===== src/stcc_pkg.sv =====
// shared types and constants for the string-table container check
package stcc_pkg;

    localparam int unsigned HEADER_BYTES = 8;
    localparam int unsigned WORD_BYTES   = 4;

    localparam logic [3:0] ERR_NONE       = 4'd0;
    localparam logic [3:0] ERR_SHORT      = 4'd1;
    localparam logic [3:0] ERR_SIZE       = 4'd2;
    localparam logic [3:0] ERR_TABLE      = 4'd3;
    localparam logic [3:0] ERR_TOO_MANY   = 4'd4;
    localparam logic [3:0] ERR_IN_HEADER  = 4'd5;
    localparam logic [3:0] ERR_PAST_END   = 4'd6;
    localparam logic [3:0] ERR_NOT_RISING = 4'd7;
    localparam logic [3:0] ERR_NO_ZERO    = 4'd8;

    typedef struct packed {
        logic        apply;
        logic [3:0]  err;
        logic        set_win;
        logic [31:0] lo;
        logic [31:0] hi;
    } enter_res_t;

endpackage


===== src/stcc_enter_check.sv =====
// offset checks and window setup when a new segment is entered
module stcc_enter_check
    import stcc_pkg::*;
(
    input  logic        active,
    input  logic        has_next,
    input  logic [31:0] off,
    input  logic [31:0] nxt,
    input  logic [34:0] hdr_end,
    input  logic [31:0] declared,
    output enter_res_t  res
);

    always_comb
    begin
        res         = '0;
        res.apply   = active;
        if ({3'b000, off} < hdr_end)
        begin
            res.err = ERR_IN_HEADER;
        end
        else if (off >= declared)
        begin
            res.err = ERR_PAST_END;
        end
        else if (has_next)
        begin
            if (nxt <= off)
            begin
                res.err = ERR_NOT_RISING;
            end
            else
            begin
                res.set_win = 1'b1;
                res.lo      = off;
                res.hi      = (nxt > declared) ? declared : nxt;
            end
        end
        else
        begin
            res.set_win = 1'b1;
            res.lo      = off;
            res.hi      = declared;
        end
    end

endmodule


===== config.mk =====
export PLATFORM = sky130hd
export DESIGN_NAME = stcc_enter_check
export DESIGN_NICKNAME = d
export VERILOG_FILES = /design/src/stcc_pkg.sv /design/src/stcc_enter_check.sv
export SDC_FILE = /design/constraint.sdc
export NUM_CORES = 1
export LEC_CHECK = 0
export BUFFER_PORTS_ARGS = -buffer_cell sky130_fd_sc_hd__buf_2
export CAP_MARGIN = 20
export CORE_ASPECT_RATIO = 2
export CORE_MARGIN = 1
export CORE_UTILIZATION = 35
export DETAILED_ROUTE_END_ITERATION = 12
export GPL_TIMING_DRIVEN = 0
export SLEW_MARGIN = 20
export SYNTH_ARGS = -nofsm -noshare
export SYNTH_HDL_FRONTEND = slang
export SYNTH_SLANG_ARGS = --single-unit

===== constraint.sdc =====
create_clock -name vclk -period 4.9
set_input_delay 0.98 -clock vclk [all_inputs]
set_output_delay 0.98 -clock vclk [all_outputs]
set_load 0.1 [all_outputs]

==> impl_metrics.tcl <==
set metrics [dict create \
    hold_violations 0 \
    worst_slack_ps 142.5 \
    irDropWorstVdd_mv 0.03620 \
    seqPwrFrac 0 \
    utilization 0.5533 \
    critPathTopFamily "compound AO/OA/AOI/OAI gates" \
    cp_slowest_cell "a2111oi_1" \
    ys_seq_area_frac 0 \
    grt_pass1_vias 4815 \
    yosys-top-cells-area "ha_1 41%, inv_1 13%, o32ai_1 7.0%, a21oi_1 5.9%, and2_1 5.1%" \
    viasPerCell 5.387 \
    seq_cells 0 \
    avgSynthCellArea_um2 7.095 \
    cap_violations 0 \
    grt_pass1_wl_um 22910 \
    p_comb_frac 1.000 \
    status "completed" \
    path_common_cell "buf_2" \
    io_pins 203 \
    clock_buffers 0 \
    grt_max_degree 11 \
    netlist_area_mm2 0.003895 \
    hpwlAfterDp_um 13340 \
    synthDominantCellAreaShare 0.4080 \
    core.rowCount 54 \
    wl_um 15140 \
    start_kind "input pin" \
    cp-end-kind "output port" \
    core_area_mm2 0.01088 \
    start_util 0.3581 \
    syn_inst 549 \
    wire_per_inst_um 16.96 \
    port_buffers 201 \
    dr.pass1.iters 4 \
    synth_area_leader_cell "ha_1" \
    nets 1015 \
    fp.dieW_um 76.60 \
    die_area_mm2 0.01158 \
    syn_nets 809 \
    area_growth_pct 54.51 \
    fin_crit_ps 4757 \
    die_h_um 151.2 \
    arrival_ps 3780 \
    yosysWarnings 0 \
    fmax_mhz 210.2 \
    p_int_uw 180.0 \
    crit_chain "buf_2, inv_1, ha_1, nand4_1, nor3_1, o311ai_2, a2111oi_1, a21oi_2, buf_4, o211a_4, buf_2, inv_1, buf_2" \
    hold_ws_ps 2345 \
    path_buf_inv 6 \
    period_share 0.9709 \
    dr.first_iter.drc_count 169 \
    switching_share 0.6266 \
    num_vias 4811 \
    overflow 0 \
    hp-class "input pin to output port" \
    cp_max_fo 10 \
    dp_slack_ps -182.3 \
    regArea_um2 0 \
    track_usage 0.2522 \
    p_switching_uw 302.1 \
    worstSetupPathType "input pin to output port" \
    drc 0 \
    antenna_found_initial 0 \
    power.density_mw_per_mm2 80.10 \
    cpPeakStageDelay_ps 510 \
    gp_congestion 0.9086 \
    drive_above_1_share 0.3466 \
    leakagePower_uw 0.003233 \
    cp.required_ps 3920 \
    setup_viol 0 \
    synth.distinct_cells 48 \
    clockPowerShare 0 \
    report.final.slew_viol_count 0 \
    ant_nets 0 \
    diodes 0 \
]
==> kinds of logic (layout without fill, tap and decap cells) <==
family | count (synthesis) | after routing | share of synthesized area
fa+ha+maj | 127 | 127 | 0.4080
simple gates | 133 | 133 | 0.1898
buf+inv | 146 | 350 | 0.1561
other cells | 1 | 1 | 0.0009628
compound gates | 142 | 142 | 0.2451
==> routing by layer <==
| metal | global-route usage | vias up | part of all wire |
|---|---|---|---|
| met4 | 0.1423 | 0 | 0.061 |
| met1 | 0.2279 | 2196 | 0.33 |
| met5 | 0 | - | 0 |
| li1 | - | 2381 | - |
| met2 | 0.5338 | 187 | 0.57 |
| met3 | 0.01807 | 47 | 0.038 |
==> power by group through the flow <==
stage | registers, uW | clock network [uW] | logic [uW]
after floorplan | 0 | 0 | 304
after global placement | 0 | 0 | 448
after detailed placement | 0 | 0 | 462
after CTS | 0 | 0 | 472
after global routing | 0 | 0 | 534
final | 0 | 0 | 482
==> final cells by class <==
| type | count | area, um^2 |
|---|---|---|
| timing repair buffer | 204 | 1356 |
| inverter | 132 | 495.5 |
| fill | 1086 | 4860 |
| multi-input combinational | 403 | 3837 |
| buffer | 14 | 153.9 |
| tap | 140 | 175.2 |
==> Yosys cell counts, types with 2 or more instances <==
library cell,n
nand3_1,8
clkbuf_2,2
buf_2,4
nand2b_1,2
nand4_2,2
a221oi_1,5
a21boi_0,2
and3_1,2
a211oi_1,5
nor4_1,4
and4_1,5
o21ai_0,27
ha_1,127
nand2_1,29
and2_1,32
o22ai_1,2
nor2_1,16
a2111oi_0,2
inv_1,132
buf_6,6
nor3_1,5
o32ai_1,31
a21o_1,2
o211ai_1,5
buf_4,2
a21oi_1,46
nand4_1,19
nor2b_1,4
o21ai_1,2
==> final timing paths <==
path                      from  endpoint  slack, ps  depth (start not counted)
setup / recovery  declared[25]   res[67]        140                         13
hold / removal          active   res[69]       2340                          2
==> placed cells by master (no fill, tap or decap), types with 2 or more instances in the layout <==
cell / instances
o211ai_1: 5
nor2b_1: 4
nand3_1: 8
and3_1: 2
a221oi_1: 4
a21oi_1: 46
nand4_1: 19
buf_6: 51
nand2_1: 28
buf_4: 17
nor2_1: 16
and2_1: 32
o21ai_0: 25
nor4_1: 4
o21ai_1: 4
a211oi_1: 5
a2111oi_1: 2
o32ai_4: 24
nor3_1: 5
o32ai_2: 7
nand2b_1: 2
and4_1: 5
buf_12: 3
inv_1: 132
buf_2: 144
ha_1: 127
a21o_1: 2
==> per-stage QoR <==
| stage | setup TNS [ps] | total power (uW) | instances | cell area, um^2 |
|---|---|---|---|---|
| after global placement | -6905 | 448.5 | 890 | 5585 |
| after detailed placement | -7656 | 462.1 | 890 | 5585 |
| after floorplan | -1058 | 304.2 | 549 | 4404 |
| final | 0 | 482.0 | 893 | 6018 |
| after CTS | 0 | 471.6 | 890 | 5826 |
| after global routing | -357.1 | 534.2 | 893 | 6018 |
==> what timing repair did <==
| item | 4_1_cts | 5_1_grt |
|---|---|---|
| gates cloned | 0 | 0 |
| pin swaps | 0 | 1 |
| endpoints found under the hold margin | 0 | 0 |
| endpoints found under the setup margin | 58 | 66 |
| resized for setup | 84 | 47 |
| hold buffers | 0 | 0 |
| buffers inserted | 0 | 3 |
Note: power is estimated with default switching activity, not from simulation.
